**src/design/rea_pkg.sv**
```systemverilog
// Package for the rotary encoder with acceleration: widths, codes, FSM type
// and the quadrature transition table.
// No dependencies.
`default_nettype none

package rea_pkg;

   // Internal count width: limits reach 32767 * 31, plus acceleration headroom
   localparam int CNT_W = 24;
   // Serial divider widths
   localparam int DIV_W = 24;
   localparam int DSR_W = 8;
   localparam int DIV_CNT_W = $clog2(DIV_W);

   // Acceleration window and floor in milliseconds
   localparam logic [31:0] ACCEL_SLOW_MS = 32'd200;
   localparam logic [31:0] ACCEL_FAST_MS = 32'd4;

   // Configuration register indexes
   localparam logic [2:0] REG_ENABLE   = 3'd0;
   localparam logic [2:0] REG_MIN      = 3'd1;
   localparam logic [2:0] REG_MAX      = 3'd2;
   localparam logic [2:0] REG_WRAP     = 3'd3;
   localparam logic [2:0] REG_STEPS    = 3'd4;
   localparam logic [2:0] REG_COEF     = 3'd5;
   localparam logic [2:0] REG_DEBOUNCE = 3'd6;

   // Request kinds
   localparam logic OP_SAMPLE = 1'b0;
   localparam logic OP_SET    = 1'b1;

   // Step direction codes (also the stored last direction)
   localparam logic [1:0] DIR_NONE = 2'b00;
   localparam logic [1:0] DIR_UP   = 2'b01;
   localparam logic [1:0] DIR_DOWN = 2'b11;

   // Button state and event codes
   localparam logic [1:0] BTN_UNKNOWN = 2'd0;
   localparam logic [1:0] BTN_UP      = 2'd1;
   localparam logic [1:0] BTN_DOWN    = 2'd2;
   localparam logic [1:0] EVT_NONE     = 2'd0;
   localparam logic [1:0] EVT_PRESSED  = 2'd1;
   localparam logic [1:0] EVT_RELEASED = 2'd2;

   typedef enum logic [10:0] {
      S_IDLE  = 11'b000_0000_0001,
      S_BTN   = 11'b000_0000_0010,
      S_MULN  = 11'b000_0000_0100,
      S_DIV1  = 11'b000_0000_1000,
      S_DIV2  = 11'b000_0001_0000,
      S_MULLO = 11'b000_0010_0000,
      S_MULHI = 11'b000_0100_0000,
      S_LIM   = 11'b000_1000_0000,
      S_DIVS  = 11'b001_0000_0000,
      S_DIVO  = 11'b010_0000_0000,
      S_OUT   = 11'b100_0000_0000
   } state_type;

   // Divider status back to the controller
   typedef struct packed {
      logic             done;
      logic [DIV_W-1:0] quot;
      logic [DSR_W-1:0] rem;
   } div_res_type;

   // Quadrature transition table, indexed by {old B, old A, new B, new A}
   function automatic logic [1:0] quad_dir(input logic [3:0] hist);
      logic [1:0] d;
      case (hist)
         4'd1, 4'd7, 4'd8, 4'd14: d = DIR_DOWN;
         4'd2, 4'd4, 4'd11, 4'd13: d = DIR_UP;
         default: d = DIR_NONE;
      endcase
      return d;
   endfunction

endpackage

`default_nettype wire

```
**src/design/rea_div.sv**
```systemverilog
// Bit-serial restoring divider, one quotient bit per cycle.
// Depends on rea_pkg.
`default_nettype none

module rea_div (
   input  wire logic                      clock,
   input  wire logic                      reset,
   input  wire logic                      start,
   input  wire logic [rea_pkg::DIV_W-1:0] dividend,
   input  wire logic [rea_pkg::DSR_W-1:0] divisor,
   output rea_pkg::div_res_type           res
);
   import rea_pkg::*;

   logic                 busy_ff;
   logic                 done_ff;
   logic [DIV_W-1:0]     quo_ff;
   logic [DSR_W-1:0]     rem_ff;
   logic [DSR_W-1:0]     dsr_ff;
   logic [DIV_CNT_W-1:0] cnt_ff;
   logic [DSR_W:0]       trial;
   logic                 fits;

   // Shift in next dividend bit and try the subtraction
   assign trial = {rem_ff, quo_ff[DIV_W-1]};
   assign fits  = trial >= {1'b0, dsr_ff};

   always_ff @(posedge clock) begin
      if (reset) begin
         busy_ff <= 1'b0;
         done_ff <= 1'b0;
      end else begin
         done_ff <= 1'b0;
         if (start) begin
            busy_ff <= 1'b1;
            quo_ff  <= dividend;
            rem_ff  <= '0;
            dsr_ff  <= divisor;
            cnt_ff  <= '0;
         end else if (busy_ff) begin
            rem_ff <= fits ? DSR_W'(trial - {1'b0, dsr_ff}) : trial[DSR_W-1:0];
            quo_ff <= {quo_ff[DIV_W-2:0], fits};
            cnt_ff <= cnt_ff + 1'b1;
            if (cnt_ff == DIV_CNT_W'(DIV_W - 1)) begin
               busy_ff <= 1'b0;
               done_ff <= 1'b1;
            end
         end
      end
   end

   assign res.done = done_ff;
   assign res.quot = quo_ff;
   assign res.rem  = rem_ff;

endmodule

`default_nettype wire

```
**src/design/rotary_encoder_with_acceleration.sv**
```systemverilog
// Top level of the rotary encoder decoder with acceleration and button debounce.
// Depends on rea_pkg and rea_div.
`default_nettype none

// One request at a time. A sample request in which the encoder moves with
// acceleration makes three passes of the serial divider; without acceleration
// the acceleration divide is skipped, and a sample that does not move the
// encoder, or a set request, runs only the divide for the detent position.
// A finished result waits in the output register while the next request is
// accepted.
module rotary_encoder_with_acceleration (
   input  wire logic        clock,
   input  wire logic        reset,
   // request: tdata = pin_a, pin_b, button_level, now_ms[31:0], new_position[15:0]
   input  wire logic        req_tvalid,
   output logic             req_tready,
   input  wire logic [55:0] req_tdata,
   input  wire logic        req_tuser,  // opcode
   // result: tdata = position_detents[15:0], button_state[1:0], button_event[1:0]
   output logic             rsp_tvalid,
   input  wire logic        rsp_tready,
   output logic [23:0]      rsp_tdata,
   // configuration
   input  wire logic        csr_we,
   input  wire logic [2:0]  csr_index,
   input  wire logic [15:0] csr_wdata
);
   import rea_pkg::*;

   // Configuration registers
   logic               enable_ff;
   logic signed [15:0] min_ff;
   logic signed [15:0] max_ff;
   logic               wrap_ff;
   logic [4:0]         steps_ff;
   logic [15:0]        coef_ff;
   logic [9:0]         deb_ff;

   // Captured request
   logic               op_ff;
   logic               a_ff;
   logic               b_ff;
   logic               lvl_ff;
   logic [31:0]        now_ff;
   logic signed [15:0] newpos_ff;

   // Block state
   logic [3:0]              hist_ff;
   logic signed [CNT_W-1:0] count_ff;
   logic [31:0]             last_ms_ff;
   logic [1:0]              last_dir_ff;
   logic                    prev_inv_ff;
   logic [31:0]             chg_ms_ff;
   logic [1:0]              rep_ff;

   // Working registers
   state_type               state_ff;
   logic [1:0]              dir_ff;
   logic signed [CNT_W-1:0] cand_ff;
   logic signed [CNT_W-1:0] lo_ff;
   logic signed [CNT_W-1:0] hi_ff;
   logic [1:0]              bstate_ff;
   logic [1:0]              event_ff;

   // Output register
   logic        rsp_valid_ff;
   logic [15:0] rsp_pos_ff;
   logic [1:0]  rsp_state_ff;
   logic [1:0]  rsp_event_ff;

   // Combinational helpers
   logic [4:0]              eff_steps;
   logic [DSR_W-1:0]        steps_dsr;
   logic [3:0]              hist_in;
   logic [1:0]              dir_in;
   logic                    moving;
   logic [DIV_W-1:0]        count_mag;
   logic [31:0]             el_btn;
   logic                    changed;
   logic [1:0]              bstate_in;
   logic [31:0]             el_acc;
   logic [DSR_W-1:0]        el_div;
   logic                    chg_detent;
   logic signed [15:0]      mul_a;
   logic signed [21:0]      mul_p;
   logic signed [CNT_W-1:0] lim_hi;
   logic signed [CNT_W-1:0] lim_out;
   logic [DIV_W-1:0]        detent_full;
   logic                    out_free;
   logic                    div_start;
   logic [DIV_W-1:0]        div_dividend;
   logic [DSR_W-1:0]        div_divisor;
   div_res_type             div_res;

   rea_div u_div (
      .clock    (clock),
      .reset    (reset),
      .start    (div_start),
      .dividend (div_dividend),
      .divisor  (div_divisor),
      .res      (div_res)
   );

   // Steps of zero act as one
   assign eff_steps = (steps_ff == 5'd0) ? 5'd1 : steps_ff;
   assign steps_dsr = {3'b000, eff_steps};

   // Encoder decode
   assign hist_in = {hist_ff[1:0], b_ff, a_ff};
   assign dir_in  = quad_dir(hist_in);
   assign moving  = (op_ff == OP_SAMPLE) && enable_ff && (dir_in != DIR_NONE);

   assign count_mag = count_ff[CNT_W-1] ? DIV_W'(-count_ff) : DIV_W'(count_ff);

   // Button debounce: a fresh change restarts the stable time
   assign el_btn    = now_ff - chg_ms_ff;
   assign changed   = (op_ff == OP_SAMPLE) && ((~lvl_ff) != prev_inv_ff);
   assign bstate_in = (!changed && (el_btn > {22'd0, deb_ff})) ?
                      (lvl_ff ? BTN_UP : BTN_DOWN) : BTN_UNKNOWN;

   // Time since the last detent move, floored for the division
   assign el_acc = now_ff - last_ms_ff;
   assign el_div = (el_acc < ACCEL_FAST_MS) ? ACCEL_FAST_MS[DSR_W-1:0] : el_acc[DSR_W-1:0];

   // Detent crossing from the remainder of |count| / steps
   always_comb begin
      if (dir_ff == DIR_UP) begin
         chg_detent = count_ff[CNT_W-1] ? (div_res.rem == '0)
                                        : (div_res.rem == DSR_W'(steps_dsr - 1'b1));
      end else begin
         chg_detent = (count_ff > 0) ? (div_res.rem == '0)
                                     : (div_res.rem == DSR_W'(steps_dsr - 1'b1));
      end
   end

   // Shared multiplier for position and limit scaling
   always_comb begin
      case (state_ff)
         S_MULN:  mul_a = newpos_ff;
         S_MULLO: mul_a = min_ff;
         default: mul_a = max_ff;
      endcase
   end
   assign mul_p = 22'(mul_a) * 22'($signed({1'b0, eff_steps}));

   // Limit rule: upper test first, then lower
   assign lim_hi  = (cand_ff > hi_ff) ? (wrap_ff ? lo_ff : hi_ff) : cand_ff;
   assign lim_out = (lim_hi < lo_ff) ? (wrap_ff ? hi_ff : lo_ff) : lim_hi;

   assign detent_full = count_ff[CNT_W-1] ? DIV_W'(-div_res.quot) : div_res.quot;

   // Divider launch
   always_comb begin
      div_start    = 1'b0;
      div_dividend = count_mag;
      div_divisor  = steps_dsr;
      case (state_ff)
         S_BTN:  div_start = (op_ff == OP_SAMPLE);
         S_DIVS: div_start = 1'b1;
         S_DIV1: begin
            if (div_res.done && chg_detent && (coef_ff > 16'd1) &&
                (dir_ff == last_dir_ff) && (el_acc < ACCEL_SLOW_MS)) begin
               div_start    = 1'b1;
               div_dividend = {8'd0, coef_ff};
               div_divisor  = el_div;
            end
         end
         default: div_start = 1'b0;
      endcase
   end

   assign out_free   = !rsp_valid_ff || rsp_tready;
   assign req_tready = (state_ff == S_IDLE);

   // Configuration writes
   always_ff @(posedge clock) begin
      if (reset) begin
         enable_ff <= 1'b1;
         min_ff    <= 16'sd0;
         max_ff    <= 16'sd100;
         wrap_ff   <= 1'b0;
         steps_ff  <= 5'd4;
         coef_ff   <= 16'd0;
         deb_ff    <= 10'd50;
      end else if (csr_we) begin
         case (csr_index)
            REG_ENABLE:   enable_ff <= csr_wdata[0];
            REG_MIN:      min_ff    <= csr_wdata;
            REG_MAX:      max_ff    <= csr_wdata;
            REG_WRAP:     wrap_ff   <= csr_wdata[0];
            REG_STEPS:    steps_ff  <= csr_wdata[4:0];
            REG_COEF:     coef_ff   <= csr_wdata;
            REG_DEBOUNCE: deb_ff    <= csr_wdata[9:0];
            default:      enable_ff <= enable_ff;
         endcase
      end
   end

   // Request capture (payload, no reset)
   always_ff @(posedge clock) begin
      if (req_tvalid && req_tready) begin
         op_ff     <= req_tuser;
         a_ff      <= req_tdata[0];
         b_ff      <= req_tdata[1];
         lvl_ff    <= req_tdata[2];
         now_ff    <= req_tdata[34:3];
         newpos_ff <= req_tdata[50:35];
      end
   end

   // Working payload
   always_ff @(posedge clock) begin
      case (state_ff)
         S_BTN: begin
            dir_ff    <= dir_in;
            bstate_ff <= bstate_in;
         end
         S_MULN:  cand_ff <= CNT_W'(mul_p);
         S_DIV1:  cand_ff <= count_ff + ((dir_ff == DIR_UP) ? CNT_W'(1) : -CNT_W'(1));
         S_DIV2: begin
            if (div_res.done) begin
               cand_ff <= (dir_ff == DIR_UP) ? cand_ff + CNT_W'(div_res.quot)
                                             : cand_ff - CNT_W'(div_res.quot);
            end
         end
         S_MULLO: lo_ff <= CNT_W'(mul_p);
         S_MULHI: hi_ff <= CNT_W'(mul_p);
         default: cand_ff <= cand_ff;
      endcase
   end

   // Controller and block state
   always_ff @(posedge clock) begin
      if (reset) begin
         state_ff     <= S_IDLE;
         hist_ff      <= 4'd0;
         count_ff     <= '0;
         last_ms_ff   <= 32'd0;
         last_dir_ff  <= DIR_NONE;
         prev_inv_ff  <= 1'b1;
         chg_ms_ff    <= 32'd0;
         rep_ff       <= BTN_UNKNOWN;
         event_ff     <= EVT_NONE;
      end else begin
         case (state_ff)
            S_IDLE: begin
               if (req_tvalid) begin
                  state_ff <= S_BTN;
               end
            end
            // Button update, history shift and first divide for a sample; a set only clears the event
            S_BTN: begin
               if (op_ff == OP_SET) begin
                  event_ff <= EVT_NONE;
                  state_ff <= S_MULN;
               end else begin
                  if (changed) begin
                     chg_ms_ff   <= now_ff;
                     prev_inv_ff <= ~lvl_ff;
                  end
                  if (enable_ff) begin
                     hist_ff <= hist_in;
                  end
                  if ((bstate_in != BTN_UNKNOWN) && (bstate_in != rep_ff)) begin
                     if (rep_ff != BTN_UNKNOWN) begin
                        event_ff <= (bstate_in == BTN_DOWN) ? EVT_PRESSED : EVT_RELEASED;
                     end else begin
                        event_ff <= EVT_NONE;
                     end
                     rep_ff <= bstate_in;
                  end else begin
                     event_ff <= EVT_NONE;
                  end
                  state_ff <= moving ? S_DIV1 : S_DIVO;
               end
            end
            S_MULN: state_ff <= S_MULLO;
            // Detent crossing and acceleration decision
            S_DIV1: begin
               if (div_res.done) begin
                  if (chg_detent && (coef_ff > 16'd1)) begin
                     last_ms_ff  <= now_ff;
                     last_dir_ff <= dir_ff;
                  end
                  state_ff <= div_start ? S_DIV2 : S_MULLO;
               end
            end
            S_DIV2: begin
               if (div_res.done) begin
                  state_ff <= S_MULLO;
               end
            end
            S_MULLO: state_ff <= S_MULHI;
            S_MULHI: state_ff <= S_LIM;
            S_LIM: begin
               count_ff <= lim_out;
               state_ff <= S_DIVS;
            end
            S_DIVS: state_ff <= S_DIVO;
            S_DIVO: begin
               if (div_res.done) begin
                  state_ff <= S_OUT;
               end
            end
            S_OUT: begin
               if (out_free) begin
                  state_ff <= S_IDLE;
               end
            end
            default: state_ff <= S_IDLE;
         endcase
      end
   end

   // Result valid: set when a result is loaded, cleared once taken
   always_ff @(posedge clock) begin
      if (reset) begin
         rsp_valid_ff <= 1'b0;
      end else if ((state_ff == S_OUT) && out_free) begin
         rsp_valid_ff <= 1'b1;
      end else if (rsp_tready) begin
         rsp_valid_ff <= 1'b0;
      end
   end

   // Result payload, loaded only once the output register is free
   always_ff @(posedge clock) begin
      if ((state_ff == S_OUT) && out_free) begin
         rsp_pos_ff   <= detent_full[15:0];
         rsp_state_ff <= bstate_ff;
         rsp_event_ff <= event_ff;
      end
   end

   assign rsp_tvalid = rsp_valid_ff;
   assign rsp_tdata  = {4'd0, rsp_event_ff, rsp_state_ff, rsp_pos_ff};

endmodule

`default_nettype wire

```
**config.mk**
```make
export PLATFORM = sky130hd
export DESIGN_NAME = rotary_encoder_with_acceleration
export DESIGN_NICKNAME = d
export VERILOG_FILES = /design/src/design/rea_pkg.sv /design/src/design/rea_div.sv /design/src/design/rotary_encoder_with_acceleration.sv
export SDC_FILE = /design/constraint.sdc
export NUM_CORES = 1
export LEC_CHECK = 0
export CORE_MARGIN = 4
export CORE_UTILIZATION = 58
export DETAILED_ROUTE_END_ITERATION = 12
export DONT_BUFFER_PORTS = 1
export PLACE_DENSITY = 0.72
export SETUP_SLACK_MARGIN = 0.15
export SYNTH_ARGS = -nofsm -noshare
export SYNTH_HDL_FRONTEND = slang
export SYNTH_SLANG_ARGS = --single-unit
```
**constraint.sdc**
```tcl
create_clock -name clock -period 7.91 [get_ports clock]
set_clock_uncertainty 0.05 [all_clocks]
set_input_delay 1.582 -clock clock [delete_from_list [all_inputs] [get_ports clock]]
set_output_delay 1.582 -clock clock [all_outputs]
set_load 0.05 [all_outputs]
```
==> impl_results.md, run 1 <==
* Status: completed
* Sink Count at 365
* Top cell type by total area after synthesis: edfxtp_1
* First-pass GRT wire length at 117000 µm
* # DRC at 0
* Data required time of the worst path at 8.25 ns
* Hold_buf cts at 0
* Initial antenna violation count at 2
* Synth Flop Type: edfxtp_1
* Total CTS buffers at 44
* DR WL/cell at 20.7 µm
* Area share of the largest cell type after synthesis at 21.6%
* Sequential power share at 41.0%
* Min-delay worst type: reg2reg
* Final period utilization at 88.5%
* Fmax at 0.143 GHz
* Max Transition Viols Final at 0
* P_sw at 1610 µW
* Worst-path fanout max at 38
* Vias/cell at 6.09
* Logic pwr share at 21.5%
* GRT Resource Usage Total at 29.6%
* DR iter-0 viols at 1934
* LEAKAGE at 0.0114 µW
* Fin. Hold Viols at 0
* CTS max path bufs at 3
* Io pins at 107
* Register area share after synthesis at 35.0%
* FFs w/ async S/R, synth at 0%
* RSZ-0062 raised after global routing: no
* Place WS at 0.952 ns
* H-tree depth at 2
* Num rows at 77
* Root buf cell: clkbuf_16
* Setup TNS at 0 ns
* Dpl cells at 3529
* Crit path kind: reg2reg
* Total grt overflow at 0
* Die W at 221 µm
* Vias in the first global route at 21.8k
* Post-synth EDFFs at 189
* Via count at 22.0k
* WL final at 74600 µm
* Peak VDD IR at 0.210 mV
* Clock latency on the worst-skew pair at 0.58 ns
* Critical Path AT at 7.34 ns
* Slowest CP cell: fa_1
* Switching share of power at 30.4%
* Critical path's top delay family: simple AND/OR/NAND/NOR gates
* Largest net degree at the start of global routing at 141
* Setup Fix Bufs, Post-CTS at 0
* Tightest Pin Transition at 1.18 ns
* Synth warn at 0
* Setup violators final at 0
* Clock Power Share at 37.5%
* TritonCTS clock tree: built
* Pint at 3700 µW
* Avg Cell Area, Syn at 8.71 µm²
* Synth top area cells: edfxtp_1 22%, dfxtp_1 13%, ha_1 11%
* ANT nets after route at 0
* Pre-Repair DR Iteration Count at 6
* Placeable Area at 44500 µm²
* Area Growth Syn to Fin at 7.64%
* #FFs+latches synth at 365
* N_diodes at 0
* Layout cell share with drive strength beyond 1 at 5.37%
* Port Buffers at 0
* Full die area at 48800 µm²
* Max stage delay on crit path at 0.52 ns
* Final #Nets at 3339
* Total power at 5320 µW
* Post-Syn Area at 26300 µm²
* Hpwl dp at 57100 µm
* Post-CTS sizing at 0
* Cell count after synthesis at 3021
* Worst path bufs/invs at 4
* Initial Util at 59.1%
* Crit path capture type: flop
* Maxcap violations at 0
* Final Non-Filler Cells at 3611
* Pwr Density at 188 nW/µm²
* Count leader, synth: nand2_1
* Die height at 221 µm
* Cell variety after synth at 83
* Setup WS post-layout at 0.907 ns
* Startpoint Class: flop
* Clock-pin slew on the worst setup and hold paths at 0.06 ns
* Post-synth top cells: 415 x nand2_1, 283 x a21oi_1, 261 x inv_1, 221 x ha_1, 199 x nor2_1
* Slew HR at 21.5%
* Placer Congestion at 0.944
* Final min period at 7.00 ns
[registers in the layout (all words and copies together), names as in the netlist, 5 cells and up]
register	flops
cand_ff	24
u_div.rem_ff	8
max_ff	16
u_div.quo_ff	24
state_ff	11
deb_ff	10
lo_ff	22
newpos_ff	16
coef_ff	16
u_div.cnt_ff	5
min_ff	16
chg_ms_ff	32
u_div.dsr_ff	8
hi_ff	22
rsp_pos_ff	16
now_ff	32
steps_ff	5
last_ms_ff	32
count_ff	24
[per-stage QoR]
| stage | cell area, µm² | hold slack, ns | utilization (%) |
|---|---|---|---|
| floorplan | 26300 | 0.350 | - |
| global placement | 26900 | 0.364 | 60.5 |
| detailed placement | 26900 | 0.370 | 60.5 |
| CTS | 28300 | 0.388 | 63.6 |
| global route | 28300 | 0.389 | 63.6 |
| finish | 28300 | 0.380 | 63.6 |
[per-layer routing]
layer | vias to the layer above | global-route usage [%] | wire [µm]
met1 | 10400 | 35.0 | 29200
met5 | - | 0 | 34
met3 | 200 | 3.55 | 4270
met4 | 4 | 14.7 | 4090
met2 | 726 | 53.1 | 36900
li1 | 10600 | - | -
[logic make-up after synthesis]
group	share of synthesized area (%)
AOI/OAI and AO/OA	18.1
buffers and inverters	5.57
DFF	35.0
other	0.0143
adders and majority gates	14.6
muxes	3.39
xor gates and xnor gates	5.59
and+or+nand+nor	17.8
[cells in the final DEF, fill, tap and decap left out, drive strengths merged, types with 9 or more instances in the layout]
cell     count
and3        19
or3         23
a22oi       27
o221ai      12
o21a        24
xor2        73
buf         31
and2        59
o22ai       26
nand4b      10
or2         16
nor3b        9
nand2b      49
o31ai       24
nand2      415
edfxtp     189
clkbuf      61
nand4       25
o2111ai      9
nand3       47
a211oi      19
fa          54
a21oi      284
a31oi       20
nor2       199
nor4        24
nor4b        9
mux2i       59
nor3        39
clkinv      14
o21bai      14
inv        266
o21ai      142
xnor2       95
ha         221
a21o        56
nor2b       24
mux2        19
dfxtp      176
o211ai      20
[path summary, 6_finish.rpt]
kind | cells past startpoint | to | slack, ns | start
hold reg to reg | 0 | rsp_state_ff[0] | 0.38 | bstate_ff[0]
setup / recovery | 26 | cand_ff[23] | 0.91 | state_ff[0]
hold / removal | 0 | rsp_state_ff[0] | 0.38 | bstate_ff[0]
setup reg to reg | 26 | cand_ff[23] | 0.91 | state_ff[0]
[layout make-up]
class                   count  area, µm²
clock buffers              61       1240
clock inverters            21        168
fillers                  3882      16200
inverters                 263        987
multi-input cells        2278      15700
flip-flops and latches    365       9200
well taps                 592        741
repair buffers             31        258
[power groups by stage]
stage	registers (µW)	clock network, µW	logic [µW]
global placement	2220	0	1090
floorplan	2170	0	871
detailed placement	2220	0	1120
global route	2190	2110	1260
finish	2180	2000	1140
CTS	2180	2020	1130
Power figures use the tool's default switching activity.
==> inputs of run 2 (changes only) <==
- MAX_ROUTING_LAYER: unset -> met4
==> run 2 against run 1 <==
Compared with the run above:
- via count rose by 0.80%
- largest power group unchanged
- cell count barely moved
- global-route usage rose by 0.85 points
- count of clock-buffer cells in the layout fell by 8
- sequential share of layout area barely moved
- clock power barely moved
- power fell by 0.43%
- critical path type unchanged
- register-to-register slack got worse by 0.13 ns
==> impl_results.md, run 2 (synthesis results as in run 1) <==
* Vias in the first global route at 21.4k (was 21.8k)
* Area of the multi-input gates at 15700 µm² (unchanged)
* RSZ-0062 raised after global routing: no (unchanged)
* Final period utilization at 90.2% (was 88.5%)
* Pwr Density at 187 nW/µm² (was 188 nW/µm²)
* First-pass GRT wire length at 116000 µm (was 117000 µm)
* # fillers at 3835 (was 3882)
* Register area at 9200 µm² (unchanged)
* Flop2flop setup slack at 0.78 ns (was 0.91 ns)
* Peak VDD IR at 0.186 mV (was 0.210 mV)
* Root buf cell: clkbuf_16 (unchanged)
* Crit path capture type: flop (unchanged)
* Total power at 5290 µW (was 5320 µW)
* Max stage delay on crit path at 0.54 ns (was 0.52 ns)
* Total CTS buffers at 43 (was 44)
* Initial antenna violation count at 2 (unchanged)
* GRT Resource Usage Total at 30.4% (was 29.6%)
* Io pins at 107 (unchanged)
* WL final at 75000 µm (was 74600 µm)
* Area Growth Syn to Fin at 7.53% (was 7.64%)
* Post-CTS sizing at 0 (unchanged)
* Setup violators final at 0 (unchanged)
* Most common cell after layout, fill and taps aside: nand2_1 (unchanged)
* Final min period at 7.13 ns (was 7.00 ns)
* Status: completed (unchanged)
* Most frequent cells in the layout: 415 x nand2_1, 283 x a21oi_1, 261 x inv_1, 221 x ha_1, 198 x nor2_1 (unchanged)
* CTS max path bufs at 3 (unchanged)
* Num rows at 77 (unchanged)
* Worst path bufs/invs at 5 (was 4)
* CP startpoint: state_ff[0] (unchanged)
* Fin. Hold Viols at 0 (unchanged)
* Via count at 22.2k (was 22.0k)
* Pre-Repair DR Iteration Count at 5 (was 6)
* Setup TNS at 0 ns (unchanged)
* Layout cell share with drive strength beyond 1 at 5.27% (was 5.37%)
* Hold Slack at 0.375 ns (was 0.380 ns)
* Die height at 221 µm (unchanged)
* Worst-path fanout max at 23 (was 38)
* ANT nets after route at 0 (unchanged)
* Slowest CP cell: fa_1 (unchanged)
* Slew HR at 17.4% (was 21.5%)
* # DRC at 0 (unchanged)
* Crit path kind: reg2reg (unchanged)
* Core Util, Final at 63.6% (about the same)
* Hold_buf cts at 0 (unchanged)
* Initial Util at 59.1% (unchanged)
* Full die area at 48800 µm² (unchanged)
* Worst Setup EP: cand_ff[23] (unchanged)
* Vias/cell at 6.13 (was 6.09)
* Largest net degree at the start of global routing at 141 (unchanged)
* TritonCTS clock tree: built (unchanged)
* Dpl cells at 3530 (was 3529)
* DR WL/cell at 20.8 µm (was 20.7 µm)
* Reg-to-reg endpoint: cand_ff[23] (unchanged)
* Fmax at 0.140 GHz (was 0.143 GHz)
* Crit. path cell count at 27 (was 26)
* R2R cell count at 27 (was 26)
* H-tree depth at 2 (unchanged)
* Total grt overflow at 0 (unchanged)
* Final #Nets at 3339 (unchanged)
* Port Buffers at 0 (unchanged)
* Tightest Pin Transition at 1.24 ns (was 1.18 ns)
* Setup Fix Bufs, Post-CTS at 0 (unchanged)
* Startpoint Class: flop (unchanged)
* Data required time of the worst path at 8.25 ns (about the same)
* Die W at 221 µm (unchanged)
* Critical Path AT at 7.48 ns (was 7.34 ns)
* Min-delay worst type: reg2reg (unchanged)
* Final Non-Filler Cells at 3612 (was 3611)
* Sink Count at 365 (unchanged)
* Hpwl dp at 57000 µm (was 57100 µm)
* Max Transition Viols Final at 0 (unchanged)
* LEAKAGE at 0.0114 µW (about the same)
* Top Registers: chg_ms_ff (32), last_ms_ff (32), now_ff (32) (unchanged)
* Clock latency on the worst-skew pair at 0.58 ns (about the same)
* Placeable Area at 44500 µm² (unchanged)
* Worst r2r src: state_ff[0] (unchanged)
* Critical path's top delay family: compound AO/OA/AOI/OAI gates (was simple AND/OR/NAND/NOR gates)
* DR iter-0 viols at 1700 (was 1934)
* Clock-pin slew on the worst setup and hold paths at 0.06 ns (about the same)
* Placer Congestion at 0.946 (was 0.944)
* Maxcap violations at 0 (unchanged)
run 2: changes by cell type in the layout (fill, tap and decap cells not counted), moves of 2 or more:
| cell | before | now |
|---|---|---|
| clkinv_1 | 5 | 12 |
| clkbuf_1 | 10 | 5 |
| buf_4 | 29 | 32 |
| diode_2 | 0 | 2 |
| buf_12 | 2 | 0 |
| inv_4 | 3 | 0 |
| clkinv_4 | 0 | 2 |
| clkbuf_4 | 2 | 0 |
| clkinv_2 | 9 | 7 |
run 2: metrics by stage:
stage	instance area (µm²)	setup slack, ns
after floorplan	26300	0.481
after global placement	26900	0.994
after detailed placement	26900	0.852
after CTS	28300	0.806
after global routing	28300	0.224
final	28300	0.777
run 2: layer usage:
metal,global-route usage [%],part of all wire [%]
met5,-,0
met2,51.6,48
met3,4.13,5.8
met1,35.1,39
met4,16.4,6.6
run 2: report_power, final:
part           switching [µW]  internal (µW)  total (µW)
Combinational             702            444        1150
Sequential               90.3           2090        2180
Clock                     831           1140        1970
Total                    1620           3670        5290
run 2: layout make-up:
type | count | share of cell area (%)
diodes | 2 | 0.0177
clock buffers | 53 | 4.19
clock inverters | 27 | 0.743
inverters | 263 | 3.49
multi-input cells | 2278 | 55.6
flip-flops and latches | 365 | 32.5
well taps | 592 | 2.62
repair buffers | 32 | 0.849
run 2: worst min path at each step:
| stage | start | to | slack (ns) | depth (start not counted) |
|---|---|---|---|---|
| 6_report | bstate_ff[0] | rsp_state_ff[0] | 0.37 | 0 |
| 3_5_place_dp | bstate_ff[0] | rsp_state_ff[0] | 0.37 | 0 |
| 4_1_cts | bstate_ff[0] | rsp_state_ff[0] | 0.38 | 0 |
| 5_1_grt | bstate_ff[0] | rsp_state_ff[0] | 0.40 | 0 |
| 3_3_place_gp | bstate_ff[0] | rsp_state_ff[0] | 0.36 | 0 |
| 2_1_floorplan | bstate_ff[0] | rsp_state_ff[0] | 0.35 | 0 |
run 2: worst register-to-register path: stages (launching register included):
cell,delay [ns]
dfxtp_1,0.34
nor4_1,0.46
nor4b_1,0.29
buf_4,0.19
nand2_1,0.10
nor3b_2,0.25
buf_4,0.28
buf_4,0.42
a22oi_1,0.21
nand2_1,0.13
and2_1,0.13
ha_1,0.13
inv_1,0.05
fa_1,0.48
fa_1,0.54
inv_1,0.04
ha_1,0.34
a211oi_1,0.35
o21bai_1,0.13
a31oi_1,0.29
o221ai_1,0.20
o311ai_0,0.45
a21oi_1,0.18
a31oi_1,0.23
xnor2_1,0.23
nand2_1,0.20
o21a_1,0.18
o211ai_1,0.08
